==> src/wav_riff_chunk_parser_defines.svh <==
// Assertion macros used by the parser's queue module.
`ifndef WAV_RIFF_CHUNK_PARSER_DEFINES_SVH
`define WAV_RIFF_CHUNK_PARSER_DEFINES_SVH

`ifndef NO_ASSERTIONS
// Check a property outside reset.
`define WRC_ASSERT(lbl, ck, rn, prop, msg) \
    lbl: assert property (@(posedge ck) disable iff (!rn) prop) \
        else $error(msg);
// Check a property at every edge, reset included.
`define WRC_ASSERT_ALWAYS(lbl, ck, prop, msg) \
    lbl: assert property (@(posedge ck) prop) \
        else $error(msg);
`else
`define WRC_ASSERT(lbl, ck, rn, prop, msg)
`define WRC_ASSERT_ALWAYS(lbl, ck, prop, msg)
`endif

`endif

==> src/wrc_pkg.sv <==
package wrc_pkg;

    localparam int CFG_W     = 32;
    localparam int BYTE_W    = 8;
    localparam int STATUS_W  = 3;
    localparam int CHAN_W    = 16;
    localparam int RATE_W    = 32;
    localparam int TDATA_W   = 64;
    localparam int QUEUE_DEPTH = 4;

    localparam logic [31:0] MIN_FILE   = 32'd44;
    localparam logic [31:0] TAG_RIFF   = 32'h4646_4952;
    localparam logic [31:0] TAG_WAVE   = 32'h4556_4157;
    localparam logic [31:0] TAG_FMT    = 32'h2074_6D66;
    localparam logic [31:0] TAG_DATA   = 32'h6174_6164;
    localparam logic [32:0] CHUNK_BASE = 33'd12;
    localparam logic [31:0] FMT_MIN    = 32'd16;

    // Bits of the found flags
    localparam int FL_TAGS = 0;
    localparam int FL_FMT  = 1;
    localparam int FL_DATA = 2;
    localparam int FL_FULL = 3;

    localparam logic KIND_PAYLOAD = 1'b0;
    localparam logic KIND_VERDICT = 1'b1;

    localparam logic [STATUS_W-1:0] ST_OK        = 3'd0;
    localparam logic [STATUS_W-1:0] ST_SHORT     = 3'd1;
    localparam logic [STATUS_W-1:0] ST_BAD_TAGS  = 3'd2;
    localparam logic [STATUS_W-1:0] ST_NO_FMT    = 3'd3;
    localparam logic [STATUS_W-1:0] ST_NO_DATA   = 3'd4;
    localparam logic [STATUS_W-1:0] ST_BAD_FMT   = 3'd5;
    localparam logic [STATUS_W-1:0] ST_BAD_CHANS = 3'd6;
    localparam logic [STATUS_W-1:0] ST_ZERO_RATE = 3'd7;

    typedef struct packed {
        logic                item_kind;
        logic [BYTE_W-1:0]   payload_byte;
        logic                run_start;
        logic [STATUS_W-1:0] status;
        logic [CHAN_W-1:0]   channel_count;
        logic [RATE_W-1:0]   sample_rate;
        logic                last_result;
    } item_t;

    // Results caused by one accepted byte: a payload item, then a verdict
    typedef struct packed {
        logic  payload_valid;
        item_t payload;
        logic  verdict_valid;
        item_t verdict;
    } push_t;

    function automatic logic [STATUS_W-1:0] status_code(
        input logic [31:0] file_length,
        input logic [3:0]  flags,
        input logic [15:0] audio_format,
        input logic [15:0] channels,
        input logic [31:0] rate,
        input logic [15:0] bits
    );
        logic [STATUS_W-1:0] code;
        if (file_length < MIN_FILE)
            code = ST_SHORT;
        else if (!flags[FL_TAGS])
            code = ST_BAD_TAGS;
        else if (!flags[FL_FMT])
            code = ST_NO_FMT;
        else if (!flags[FL_DATA] || !flags[FL_FULL])
            code = ST_NO_DATA;
        else if (audio_format != 16'd1 || bits != 16'd16)
            code = ST_BAD_FMT;
        else if (channels < 16'd1 || channels > 16'd2)
            code = ST_BAD_CHANS;
        else if (rate == 32'd0)
            code = ST_ZERO_RATE;
        else
            code = ST_OK;
        return code;
    endfunction

endpackage

==> src/wrc_front.sv <==
module wrc_front (
    input  logic                       clk,
    input  logic                       rst_n,
    input  logic                       cfg_valid,
    output logic                       cfg_ready,
    input  logic [wrc_pkg::CFG_W-1:0]  cfg_data,
    input  logic                       accept,
    input  logic [wrc_pkg::BYTE_W-1:0] in_byte,
    input  logic                       in_last,
    output wrc_pkg::push_t             push
);

    localparam logic [2:0] PH_RIFF = 3'd0;
    localparam logic [2:0] PH_HEAD = 3'd1;
    localparam logic [2:0] PH_BODY = 3'd2;
    localparam logic [2:0] PH_PAD  = 3'd3;
    localparam logic [2:0] PH_STOP = 3'd4;
    localparam logic [2:0] PH_DONE = 3'd5;

    localparam logic [31:0] RIFF_TAG_END = 32'd3;
    localparam logic [31:0] WAVE_TAG_END = 32'd11;
    localparam logic [31:0] HEAD_LEN     = 32'd8;
    localparam logic [31:0] SIZE_START   = 32'd4;

    logic [31:0] len_reg;
    logic [31:0] pos_reg,   pos_next;
    logic [2:0]  phase_reg, phase_next;
    logic [31:0] tag_reg,   tag_next;
    logic [31:0] size_reg,  size_next;
    logic [31:0] off_reg,   off_next;
    logic [15:0] fmt_reg,   fmt_next;
    logic [15:0] chans_reg, chans_next;
    logic [31:0] rate_reg,  rate_next;
    logic [15:0] bits_reg,  bits_next;
    logic [3:0]  flags_reg, flags_next;

    logic [32:0] pos_inc;
    logic [32:0] len_ext;
    logic [31:0] tag_in;
    logic [31:0] off_inc;
    logic        head_fits;

    assign cfg_ready = 1'b1;
    assign pos_inc   = {1'b0, pos_reg} + 33'd1;
    assign len_ext   = {1'b0, len_reg};
    assign tag_in    = {in_byte, tag_reg[31:8]};
    assign off_inc   = off_reg + 32'd1;
    assign head_fits = (pos_inc + {1'b0, HEAD_LEN}) <= len_ext;

    // Hold the file length
    always_ff @(posedge clk or negedge rst_n)
    begin
        if (!rst_n)
        begin
            len_reg <= '0;
        end
        else if (cfg_valid && cfg_ready)
        begin
            len_reg <= cfg_data;
        end
    end

    // Advance the parse state by one byte
    always_comb
    begin
        pos_next   = pos_reg;
        phase_next = phase_reg;
        tag_next   = tag_reg;
        size_next  = size_reg;
        off_next   = off_reg;
        fmt_next   = fmt_reg;
        chans_next = chans_reg;
        rate_next  = rate_reg;
        bits_next  = bits_reg;
        flags_next = flags_reg;
        push       = '0;

        if (accept && phase_reg != PH_DONE)
        begin
            case (phase_reg)
                PH_RIFF:
                begin
                    tag_next = tag_in;
                    if (pos_reg == RIFF_TAG_END)
                    begin
                        if (tag_in == wrc_pkg::TAG_RIFF)
                            flags_next[wrc_pkg::FL_TAGS] = 1'b1;
                    end
                    else if (pos_reg == WAVE_TAG_END)
                    begin
                        if (tag_in != wrc_pkg::TAG_WAVE)
                            flags_next[wrc_pkg::FL_TAGS] = 1'b0;
                        if (len_reg < wrc_pkg::MIN_FILE || !flags_next[wrc_pkg::FL_TAGS])
                        begin
                            flags_next[wrc_pkg::FL_TAGS] = 1'b0;
                            phase_next = PH_STOP;
                        end
                        else if (wrc_pkg::CHUNK_BASE + {1'b0, HEAD_LEN} <= len_ext)
                        begin
                            phase_next = PH_HEAD;
                            off_next   = '0;
                        end
                        else
                        begin
                            phase_next = PH_STOP;
                        end
                    end
                end
                PH_HEAD:
                begin
                    if (off_reg < SIZE_START)
                        tag_next = tag_in;
                    else
                        size_next = {in_byte, size_reg[31:8]};
                    off_next = off_inc;
                    if (off_inc == HEAD_LEN)
                    begin
                        off_next = '0;
                        if (pos_inc + {1'b0, size_next} > len_ext)
                        begin
                            phase_next = PH_STOP;
                        end
                        else
                        begin
                            if (tag_reg == wrc_pkg::TAG_DATA)
                            begin
                                flags_next[wrc_pkg::FL_DATA] = 1'b1;
                                flags_next[wrc_pkg::FL_FULL] = (size_next != '0);
                            end
                            if (size_next != '0)
                                phase_next = PH_BODY;
                            else if (head_fits)
                                phase_next = PH_HEAD;
                            else
                                phase_next = PH_STOP;
                        end
                    end
                end
                PH_BODY:
                begin
                    if (tag_reg == wrc_pkg::TAG_DATA)
                    begin
                        push.payload_valid          = 1'b1;
                        push.payload.item_kind      = wrc_pkg::KIND_PAYLOAD;
                        push.payload.payload_byte   = in_byte;
                        push.payload.run_start      = (off_reg == '0);
                    end
                    else if (tag_reg == wrc_pkg::TAG_FMT && size_reg >= wrc_pkg::FMT_MIN
                             && off_reg < wrc_pkg::FMT_MIN)
                    begin
                        // Capture the fmt fields byte by byte
                        case (off_reg[3:0])
                            4'd0:  fmt_next[7:0]    = in_byte;
                            4'd1:  fmt_next[15:8]   = in_byte;
                            4'd2:  chans_next[7:0]  = in_byte;
                            4'd3:  chans_next[15:8] = in_byte;
                            4'd4:  rate_next[7:0]   = in_byte;
                            4'd5:  rate_next[15:8]  = in_byte;
                            4'd6:  rate_next[23:16] = in_byte;
                            4'd7:  rate_next[31:24] = in_byte;
                            4'd14: bits_next[7:0]   = in_byte;
                            4'd15:
                            begin
                                bits_next[15:8]             = in_byte;
                                flags_next[wrc_pkg::FL_FMT] = 1'b1;
                            end
                            default: ;
                        endcase
                    end
                    off_next = off_inc;
                    if (off_inc == size_reg)
                    begin
                        off_next = '0;
                        if (size_reg[0])
                            phase_next = PH_PAD;
                        else if (head_fits)
                            phase_next = PH_HEAD;
                        else
                            phase_next = PH_STOP;
                    end
                end
                PH_PAD:
                begin
                    if (head_fits)
                    begin
                        phase_next = PH_HEAD;
                        off_next   = '0;
                    end
                    else
                    begin
                        phase_next = PH_STOP;
                    end
                end
                default: ;
            endcase

            // Saturate the byte count
            if (pos_reg != '1)
                pos_next = pos_inc[31:0];

            // Close the run with a verdict
            if (in_last)
            begin
                push.verdict_valid         = 1'b1;
                push.verdict.item_kind     = wrc_pkg::KIND_VERDICT;
                push.verdict.status        = wrc_pkg::status_code(len_reg, flags_next,
                                                 fmt_next, chans_next, rate_next, bits_next);
                push.verdict.channel_count = chans_next;
                push.verdict.sample_rate   = rate_next;
                push.verdict.last_result   = 1'b1;
                phase_next                 = PH_DONE;
            end
        end
    end

    always_ff @(posedge clk or negedge rst_n)
    begin
        if (!rst_n)
        begin
            pos_reg   <= '0;
            phase_reg <= PH_RIFF;
            tag_reg   <= '0;
            size_reg  <= '0;
            off_reg   <= '0;
            fmt_reg   <= '0;
            chans_reg <= '0;
            rate_reg  <= '0;
            bits_reg  <= '0;
            flags_reg <= '0;
        end
        else
        begin
            pos_reg   <= pos_next;
            phase_reg <= phase_next;
            tag_reg   <= tag_next;
            size_reg  <= size_next;
            off_reg   <= off_next;
            fmt_reg   <= fmt_next;
            chans_reg <= chans_next;
            rate_reg  <= rate_next;
            bits_reg  <= bits_next;
            flags_reg <= flags_next;
        end
    end

endmodule

==> src/wrc_queue.sv <==
`include "wav_riff_chunk_parser_defines.svh"

module wrc_queue #(
    parameter int DEPTH = wrc_pkg::QUEUE_DEPTH
) (
    input  logic           clk,
    input  logic           rst_n,
    input  wrc_pkg::push_t push,
    input  logic           pop,
    output wrc_pkg::item_t rd_item,
    output logic           rd_valid,
    output logic           has_room
);

    localparam int PTR_W = (DEPTH > 1) ? $clog2(DEPTH) : 1;
    localparam int CNT_W = $clog2(DEPTH + 1);

    wrc_pkg::item_t mem [DEPTH];

    logic [PTR_W-1:0] wr_ptr_reg, wr_ptr_next;
    logic [PTR_W-1:0] rd_ptr_reg, rd_ptr_next;
    logic [CNT_W-1:0] count_reg,  count_next;
    logic [1:0]       push_n;
    logic [PTR_W-1:0] wr_ptr_b;
    logic [CNT_W:0]   fill_after;
    wrc_pkg::item_t   first_item;

    function automatic logic [PTR_W-1:0] wrap_inc(input logic [PTR_W-1:0] p);
        logic [PTR_W-1:0] r;
        if (p == PTR_W'(DEPTH - 1))
            r = '0;
        else
            r = p + 1'b1;
        return r;
    endfunction

    assign push_n     = {1'b0, push.payload_valid} + {1'b0, push.verdict_valid};
    assign wr_ptr_b   = wrap_inc(wr_ptr_reg);
    assign first_item = push.payload_valid ? push.payload : push.verdict;
    assign rd_item    = mem[rd_ptr_reg];
    assign rd_valid   = (count_reg != '0);
    assign has_room   = (count_reg <= CNT_W'(DEPTH - 2));
    assign fill_after = {1'b0, count_reg} + (CNT_W+1)'(push_n);

    // Advance pointers and fill count
    always_comb
    begin
        wr_ptr_next = wr_ptr_reg;
        case (push_n)
            2'd1:    wr_ptr_next = wr_ptr_b;
            2'd2:    wr_ptr_next = wrap_inc(wr_ptr_b);
            default: ;
        endcase
        rd_ptr_next = pop ? wrap_inc(rd_ptr_reg) : rd_ptr_reg;
        count_next  = count_reg + CNT_W'(push_n) - CNT_W'(pop);
    end

    always_ff @(posedge clk or negedge rst_n)
    begin
        if (!rst_n)
        begin
            wr_ptr_reg <= '0;
            rd_ptr_reg <= '0;
            count_reg  <= '0;
        end
        else
        begin
            wr_ptr_reg <= wr_ptr_next;
            rd_ptr_reg <= rd_ptr_next;
            count_reg  <= count_next;
        end
    end

    // Store up to two requests per cycle, payload ahead of verdict
    always_ff @(posedge clk)
    begin
        if (push_n != 2'd0)
            mem[wr_ptr_reg] <= first_item;
        if (push_n == 2'd2)
            mem[wr_ptr_b] <= push.verdict;
    end

    `WRC_ASSERT_ALWAYS(a_count_bound, clk, count_reg <= CNT_W'(DEPTH), "queue count past depth")
    `WRC_ASSERT(a_no_overflow, clk, rst_n, fill_after <= (CNT_W+1)'(DEPTH), "queue overflow")
    `WRC_ASSERT(a_no_underflow, clk, rst_n, pop |-> (count_reg != '0), "pop from empty queue")

endmodule

==> src/wrc_back.sv <==
module wrc_back (
    input  logic                        clk,
    input  logic                        rst_n,
    input  wrc_pkg::item_t              q_item,
    input  logic                        q_valid,
    output logic                        pop,
    output logic                        m_axis_tvalid,
    input  logic                        m_axis_tready,
    output logic [wrc_pkg::TDATA_W-1:0] m_axis_tdata,
    output logic                        m_axis_tuser,
    output logic                        m_axis_tlast
);

    localparam int PAD_W = wrc_pkg::TDATA_W - wrc_pkg::RATE_W - wrc_pkg::CHAN_W
                         - wrc_pkg::STATUS_W - 1 - wrc_pkg::BYTE_W;

    wrc_pkg::item_t item_reg;
    logic           valid_reg, valid_next;

    // Load the output register whenever the queue holds an item and the register is empty or being drained
    assign pop        = q_valid && (!valid_reg || m_axis_tready);
    assign valid_next = pop ? 1'b1 : (m_axis_tready ? 1'b0 : valid_reg);

    always_ff @(posedge clk or negedge rst_n)
    begin
        if (!rst_n)
        begin
            valid_reg <= 1'b0;
        end
        else
        begin
            valid_reg <= valid_next;
        end
    end

    always_ff @(posedge clk)
    begin
        if (pop)
            item_reg <= q_item;
    end

    // Pack the result fields onto the bus
    assign m_axis_tvalid = valid_reg;
    assign m_axis_tdata  = {{PAD_W{1'b0}}, item_reg.sample_rate, item_reg.channel_count,
                            item_reg.status, item_reg.run_start, item_reg.payload_byte};
    assign m_axis_tuser  = item_reg.item_kind;
    assign m_axis_tlast  = item_reg.last_result;

endmodule

==> src/wav_riff_chunk_parser.sv <==
// WAV file parser: walks the RIFF chunks of a byte stream and streams out
// the data chunk payload followed by a one-item verdict.
// Configuration: write the file length on cfg_data (cfg_valid/cfg_ready,
// always ready) before the first byte of a file.
// Input stream: one file byte per request on s_axis_tdata, s_axis_tlast on
// the final byte. Output stream: payload bytes (tuser 0, run start flag in
// tdata) and, after the final byte, a verdict (tuser 1, tlast 1) with
// status, channel count and sample rate.
// Each result passes through the result queue and the output register.
// Throughput: one byte per cycle while s_axis_tready is high; the parser
// updates all state as it accepts each byte, and a final byte that also
// carries payload yields two requests into the result queue, which the
// output register drains one per cycle while m_axis_tready is high.
// s_axis_tready drops while the result queue lacks room for two requests,
// so a stalled receiver backs up into the input.
// Reset clears the parse state, the file length, the queue and the output
// valid; after a verdict further bytes are taken and dropped until reset.
module wav_riff_chunk_parser #(
    parameter int QUEUE_DEPTH = wrc_pkg::QUEUE_DEPTH
) (
    input  logic                        clk,
    input  logic                        rst_n,
    input  logic                        cfg_valid,
    output logic                        cfg_ready,
    input  logic [wrc_pkg::CFG_W-1:0]   cfg_data,       // file_length
    input  logic                        s_axis_tvalid,
    output logic                        s_axis_tready,
    input  logic [wrc_pkg::BYTE_W-1:0]  s_axis_tdata,   // [7:0] file_byte
    input  logic                        s_axis_tlast,
    output logic                        m_axis_tvalid,
    input  logic                        m_axis_tready,
    // [7:0] payload_byte, [8] run_start, [11:9] status,
    // [27:12] channel_count, [59:28] sample_rate, [63:60] zero
    output logic [wrc_pkg::TDATA_W-1:0] m_axis_tdata,
    output logic                        m_axis_tuser,   // [0] item_kind
    output logic                        m_axis_tlast
);

    wrc_pkg::push_t push;
    wrc_pkg::item_t q_item;
    logic           q_valid;
    logic           q_room;
    logic           pop;
    logic           accept;

    assign s_axis_tready = q_room;
    assign accept        = s_axis_tvalid && s_axis_tready;

    wrc_front u_front (
        .clk       (clk),
        .rst_n     (rst_n),
        .cfg_valid (cfg_valid),
        .cfg_ready (cfg_ready),
        .cfg_data  (cfg_data),
        .accept    (accept),
        .in_byte   (s_axis_tdata),
        .in_last   (s_axis_tlast),
        .push      (push)
    );

    wrc_queue #(
        .DEPTH (QUEUE_DEPTH)
    ) u_queue (
        .clk      (clk),
        .rst_n    (rst_n),
        .push     (push),
        .pop      (pop),
        .rd_item  (q_item),
        .rd_valid (q_valid),
        .has_room (q_room)
    );

    wrc_back u_back (
        .clk           (clk),
        .rst_n         (rst_n),
        .q_item        (q_item),
        .q_valid       (q_valid),
        .pop           (pop),
        .m_axis_tvalid (m_axis_tvalid),
        .m_axis_tready (m_axis_tready),
        .m_axis_tdata  (m_axis_tdata),
        .m_axis_tuser  (m_axis_tuser),
        .m_axis_tlast  (m_axis_tlast)
    );

endmodule

==> config.mk <==
export PLATFORM = sky130hd
export DESIGN_NAME = wav_riff_chunk_parser
export DESIGN_NICKNAME = d
export VERILOG_FILES = /design/src/wrc_pkg.sv /design/src/wrc_front.sv /design/src/wrc_queue.sv /design/src/wrc_back.sv /design/src/wav_riff_chunk_parser.sv
export VERILOG_INCLUDE_DIRS = /design/src /design/src/src
export SDC_FILE = /design/constraint.sdc
export NUM_CORES = 1
export LEC_CHECK = 0
export BUFFER_PORTS_ARGS = -buffer_cell sky130_fd_sc_hd__buf_2
export CORE_AREA = 2 2 221 223
export CTS_BUF_LIST = sky130_fd_sc_hd__clkbuf_4 sky130_fd_sc_hd__clkbuf_8
export DETAILED_ROUTE_END_ITERATION = 6
export DIE_AREA = 0 0 223 225
export PLACE_DENSITY = 0.88
export SLEW_MARGIN = 15
export SYNTH_ARGS = -nofsm -noshare
export SYNTH_HDL_FRONTEND = slang
export SYNTH_SLANG_ARGS = --single-unit
==> constraint.sdc <==
create_clock -name clk -period 8.17 [get_ports clk]
set_clock_uncertainty 0.15 [all_clocks]
set_input_delay 1.634 -clock clk [delete_from_list [all_inputs] [get_ports clk]]
set_output_delay 1.634 -clock clk [all_outputs]
set_load 0.02 [all_outputs]
* After elaboration in Yosys (flattened, before gate mapping)
Memory sizes are Yosys's and may differ from the RTL's. A register that Yosys moved wholly into a read port is not among the register bits.
Index checks and enable logic that the tools add are counted.
** Storage, ports and cells
- Memories kept :: 1
- RAM bits :: 248
- Output and inout port bits :: 69
- Memory bits (read-only) :: 0
- Input bits :: 46
- Bits in latches :: 0
- Flip-flop bits (word level) :: 255
** Memories
- u_queue.mem :: depth 4, bits a word 62, read ports 1, clocked after memory_dff 1, wr ports 2, line wrc_queue.sv:18 : wrc_pkg::item_t mem [DEPTH];
** Cells by class
- Equal/unequal tests :: 39
- Div/mod/pow operators :: 0
- Reduce and logical (&&, ||, !) cells :: 31
- Bitwise gates (word level) :: 0
- Muxes and demuxes :: 97
- Multipliers :: 0
- $lt $le $gt $ge :: 10
- Shift operators :: 0
- $add $sub $neg :: 10
** Operator list (count)
- 2-to-1 mux 32 bit :: 15
- 2-to-1 mux 16 bit :: 12
- case mux 32 bit (4 select lines) :: 1
- 2-to-1 mux 52 bit :: 2
- 2-to-1 mux 8 bit :: 10
- equality test 32 x 31 -> 1 bit (second input constant) :: 2
- equality test 32 x 4 -> 1 bit (second input constant) :: 2
- logical NOT 32 bit :: 2
- case mux 32 bit (2 select lines) :: 1
- 2-to-1 mux 62 bit :: 1
- 2-to-1 mux 3 bit :: 18
- adder 32 x 1 -> 33 bit (second input constant) :: 1
- adder 33 x 32 -> 33 bit :: 1
- adder 33 x 4 -> 33 bit (second input constant) :: 1
- greater-than comparator 33 x 32 -> 1 bit :: 1
- less-or-equal comparator 33 x 32 -> 1 bit :: 1
- 2-to-1 mux 11 bit :: 3
- adder 32 x 1 -> 32 bit (second input constant) :: 1
- equality test 32 x 2 -> 1 bit (second input constant) :: 1
- equality test 32 x 30 -> 1 bit (second input constant) :: 1
- equality test 32 bit :: 1
- >= comparator 32 x 5 -> 1 bit (second input constant) :: 1
- less-or-equal comparator 5 x 32 -> 1 bit (first input constant) :: 1
- less-than comparator 32 x 3 -> 1 bit (second input constant) :: 1
- 43 further kinds :: 106

* Longest topological paths before layout
- Word-level depth :: 19
- Mapped depth :: 30

* Cells and area by module
From an unflattened synthesis, not the netlist that was laid out.
** Second synthesis, totals
- Cell total of the unflattened synthesis :: 2841
- Area total of the unflattened synthesis :: 33432.1 sq um
** Modules (own cells, without submodules)
- wrc_front :: sequential area each 6180.9 sq um, times used 1, area each 18955.7 sq um, cells each 2110
- wrc_queue :: sequential area each 7622.3 sq um, times used 1, area each 12530.8 sq um, cells each 659
- wrc_back :: sequential area each 1886.8 sq um, times used 1, area each 1939.4 sq um, cells each 71
- wav_riff_chunk_parser :: sequential area each 0.0 sq um, times used 1, area each 6.3 sq um, cells each 1

* Worst setup path after synthesis
No wires, ideal clock.
- Path type :: flip-flop to flip-flop
- Start :: register u_front.off_reg[20]
- End :: memory u_queue.mem[0][49] (netlist bit) (data pin)
- Clock period less this slack :: 7319 ps
- Path buffers :: 3
- Data required time :: 7832 ps
- Stages on the path, launching flop included :: 29
- Slack :: 851 ps
- Data arrival time :: 6980 ps
- Setup time :: 188 ps
- Path through :: dfrtp_1 clkbuf_1 nor4_1 nand4_1 nor4_1 clkbuf_1 buf_1 mux2_2 ha_1 a211oi_1 nor2_1 o211ai_1 o211ai_1 a21boi_0 o21ai_0 o41ai_1 o21ai_0 nor2_1 xnor2_1 ha_1 a21oi_1 o21ai_0 a211o_1 o21ai_0 nand2_1 o221ai_1 o21ai_2 mux2_4 o41ai_1
** RTL lines
- from (decl) :: line wrc_front.sv:30 : logic [31:0] off_reg, off_next;
- from (signal assigned) :: line wrc_front.sv:237 : off_reg <= off_next;
- to (decl) :: line wrc_queue.sv:18

==> metrics <==
outcome=complete, but fails checks; failing checks=DRC; Die ar.=50,200 um2; data required time of the worst path=8.48 ns; Multi-input gate area=14,500 um2; FF-to-FF path depth=27; global route overflow=0; core area=47,500 um2; Top Ports=115; FF-to-FF Start=u_front.off_reg[12]; Unique masters post-synth=89; first-pass GRT wire length=136,000 um; CTS tree=built; hold path start=u_queue.mem[1][54]; Slew @ Worst Pin=1.30 ns; Layout Area Growth over Synthesis=9.70%; Routed WL per cell=24.6 um; final core utilization=0.707; hold path endpoint=u_queue.mem[1][54]; Tmin final=7.77 ns; vias post-DR=24,105; drt pass-1 iters=7; DRC viols=1; CP top delay family=compound AO/OA/AOI/OAI gates; critical path class=reg2reg; Setup WS pre-CTS=0.154 ns; # Max-Cap Violations=0; CTS buffer count=89; Top reg by flops=u_queue.mem; Critical Path Start Type=flip-flop; Seq cells post-synth=560; final setup margin=0.396 ns; syn avg cell area=10.9 um2; Post-Syn Area=30,600 um2; die height=225 um; Min-Delay Path Depth=2; CTS sink cnt=560; Max-slew headroom=0.133; Cell Pwr Density=249 nW/um2; initial antenna violation count=2; dpl hpwl=58,600 um; Clock Path Buffers=3; RePlAce Congestion=0.980; register area=15,200 um2; Layout Nets=3,053; clock-pin transition on the worst setup and hold timing paths=0.06 ns; root buffer cell=clkbuf_8; crit path max fanout=18; Fillers=3,117; Final period util=0.952; initial DRC count=2,749; Setup Viol. Count Final=0; Worst Path Arrival=8.09 ns; Top FF cell, synth=edfxtp_1; FMAX=129 MHz; Initial Utilization=0.644; Min-Delay Path Class=reg2reg; I/O Buffers=109; Synth Instances=2,819; Antenna Nets Post-Route=0; register area share after synthesis=0.496; Post-synth EDFFs=269; Leak Pwr=0.0139 uW; CP Capture Type=flip-flop; VDD IR max=0.138 mV; Die W=223 um; Vias/cell=6.74; final hold violations=0; Ys Warns=0; H-Tree Depth=3; ratio of cells with drive above 1 in the final layout=0.197; GRT Total Usage=0.351; number of global-route vias before repair=24,125; CP Buf/Inv Count=1; Slew Limit Fails=0; slowest cell delay on critical path=0.49 ns; max reg flops=244; R2R Setup Slk=0.40 ns; CP max stage cell=dfrtp_1; Skew-Pair Late Insertion Delay=0.70 ns; Reg-to-Reg End=u_queue.mem[0][49]; # rows=80; DRT Wirelength=87,900 um; largest net degree at the start of global routing=98; Async S/R FF share, synth=0.455
power breakdown:
part | total (uW) | switching, uW | internal, uW
clock network | 2610 | 1170 | 1440
logic | 2180 | 1310 | 875
registers | 3580 | 320 | 3260
total | 8380 | 2800 | 5580
worst reg2reg max path: stages, from the launching register on:
cell and delay [ns]:
dfrtp_1 0.49, nor4_1 0.42, nand4_1 0.19, nor4_2 0.27, buf_6 0.24, mux2_2 0.38
ha_1 0.24, fa_1 0.44, a211oi_1 0.39, o21ai_0 0.21, nand4_1 0.18, a21oi_1 0.12
nor4_1 0.36, nor2_1 0.24, a311oi_2 0.41, o21bai_1 0.10, a21oi_1 0.18, xnor2_1 0.10
ha_1 0.29, nand2_1 0.08, nor4_2 0.32, a31oi_1 0.14, o21ai_1 0.21, nand2_1 0.21
o221ai_2 0.30, o21ai_2 0.12, mux2_4 0.34, o41ai_1 0.44
cells by family (layout without fill, tap and decap cells):
kind of cell	after synthesis	in the layout	synth area share
flip-flops	560	560	0.496
buffers and inverters	263	401	0.0344
adder cells (fa/ha/maj)	120	120	0.0495
other	2	7	0.000245
XOR/XNOR	166	166	0.0484
multiplexers	290	290	0.127
AND/OR/NAND/NOR	1008	1008	0.159
AO/OA/AOI/OAI	410	410	0.0855
placed cells by master, fill, tap and decap left out, drive strengths merged, types with 10 or more instances in the layout:
cell and count:
a31oi 16, nand3 73, and3 23, buf 147, a21o 25, mux4 61, clkbuf 138, and2 27
dfrtp 255, o21a 10, nor3 55, o211ai 12, nor2 317, or4 17, a211oi 20, mux2i 55
ha 118, nand4 62, a21oi 115, edfxtp 269, clkinv 20, dfxtp 36, nor2b 18, xor2 44
nand2b 21, nand2 259, xnor2 120, nor4b 12, o21ai 101, nor4 68, and4 14, inv 93
o31ai 17, or3 13, mux2 174, o22ai 13
what timing repair did:
action | CTS | global route
endpoints found under the setup margin | 0 | 13
resized for setup | 0 | 12
hold buffers | 0 | 0
setup buffers | 0 | 1
through the flow:
step / TNS (ns) / cell area (um2) / hold WS [ns] / std cells / total power (uW)
global placement: 0 / 31600 / 0.288 / 3410 / 5650
global route: -0.0957 / 33600 / 0.323 / 3576 / 8700
detailed placement: 0 / 31600 / 0.297 / 3410 / 5740
finish: 0 / 33600 / 0.307 / 3577 / 8380
floorplan: 0 / 30600 / 0.275 / 2822 / 5070
CTS: 0 / 33500 / 0.306 / 3574 / 8330
worst max path at each step:
stage,start,endpoint,slack (ns),cells past startpoint
after floorplan,u_front.off_reg[20],u_queue.mem[0][49],0.85,28
after global placement,u_front.off_reg[20],u_queue.mem[3][49],0.57,26
after detailed placement,u_front.off_reg[20],u_queue.mem[1][49],0.15,26
after CTS,u_front.off_reg[20],u_queue.mem[1][49],0.06,26
after global routing,u_front.off_reg[12],u_queue.mem[3][49],-0.05,28
final,u_front.off_reg[12],u_queue.mem[0][49],0.40,27
Yosys cell counts (23+ instances only):
library cell / instances / area share
a21o_1: 25 / 0.0061
nand3_1: 72 / 0.012
mux4_2: 61 / 0.045
xor2_1: 44 / 0.013
edfxtp_1: 269 / 0.26
and2_1: 27 / 0.0055
nor3_1: 55 / 0.0090
nand2_1: 259 / 0.032
mux2_2: 173 / 0.064
dfxtp_1: 36 / 0.024
xnor2_1: 120 / 0.034
and3_1: 23 / 0.0047
a21oi_1: 115 / 0.019
o21ai_0: 99 / 0.016
mux2i_1: 55 / 0.018
nor2_1: 316 / 0.039
inv_1: 89 / 0.011
clkbuf_1: 126 / 0.015
nand4_1: 61 / 0.012
dfrtp_1: 255 / 0.21
ha_1: 118 / 0.048
nor4_1: 67 / 0.014
metal layers:
metal	vias to the layer above	wire length, um	track usage
li1	10425	-	-
met1	11696	33000	0.446
met2	1595	41400	0.568
met3	389	8430	0.0760
met4	0	4990	0.187
met5	-	0	0
final cells by class:
class	instances	share of cell area
Tap cell	615	0.0229
Antenna cell	2	0.000149
Clock buffer	138	0.0510
Sequential cell	560	0.452
Inverter	90	0.0101
Multi-Input combinational cell	1999	0.432
Timing Repair Buffer	147	0.0251
Clock inverter	26	0.00696
Note: power is estimated with default switching activity, not from simulation.
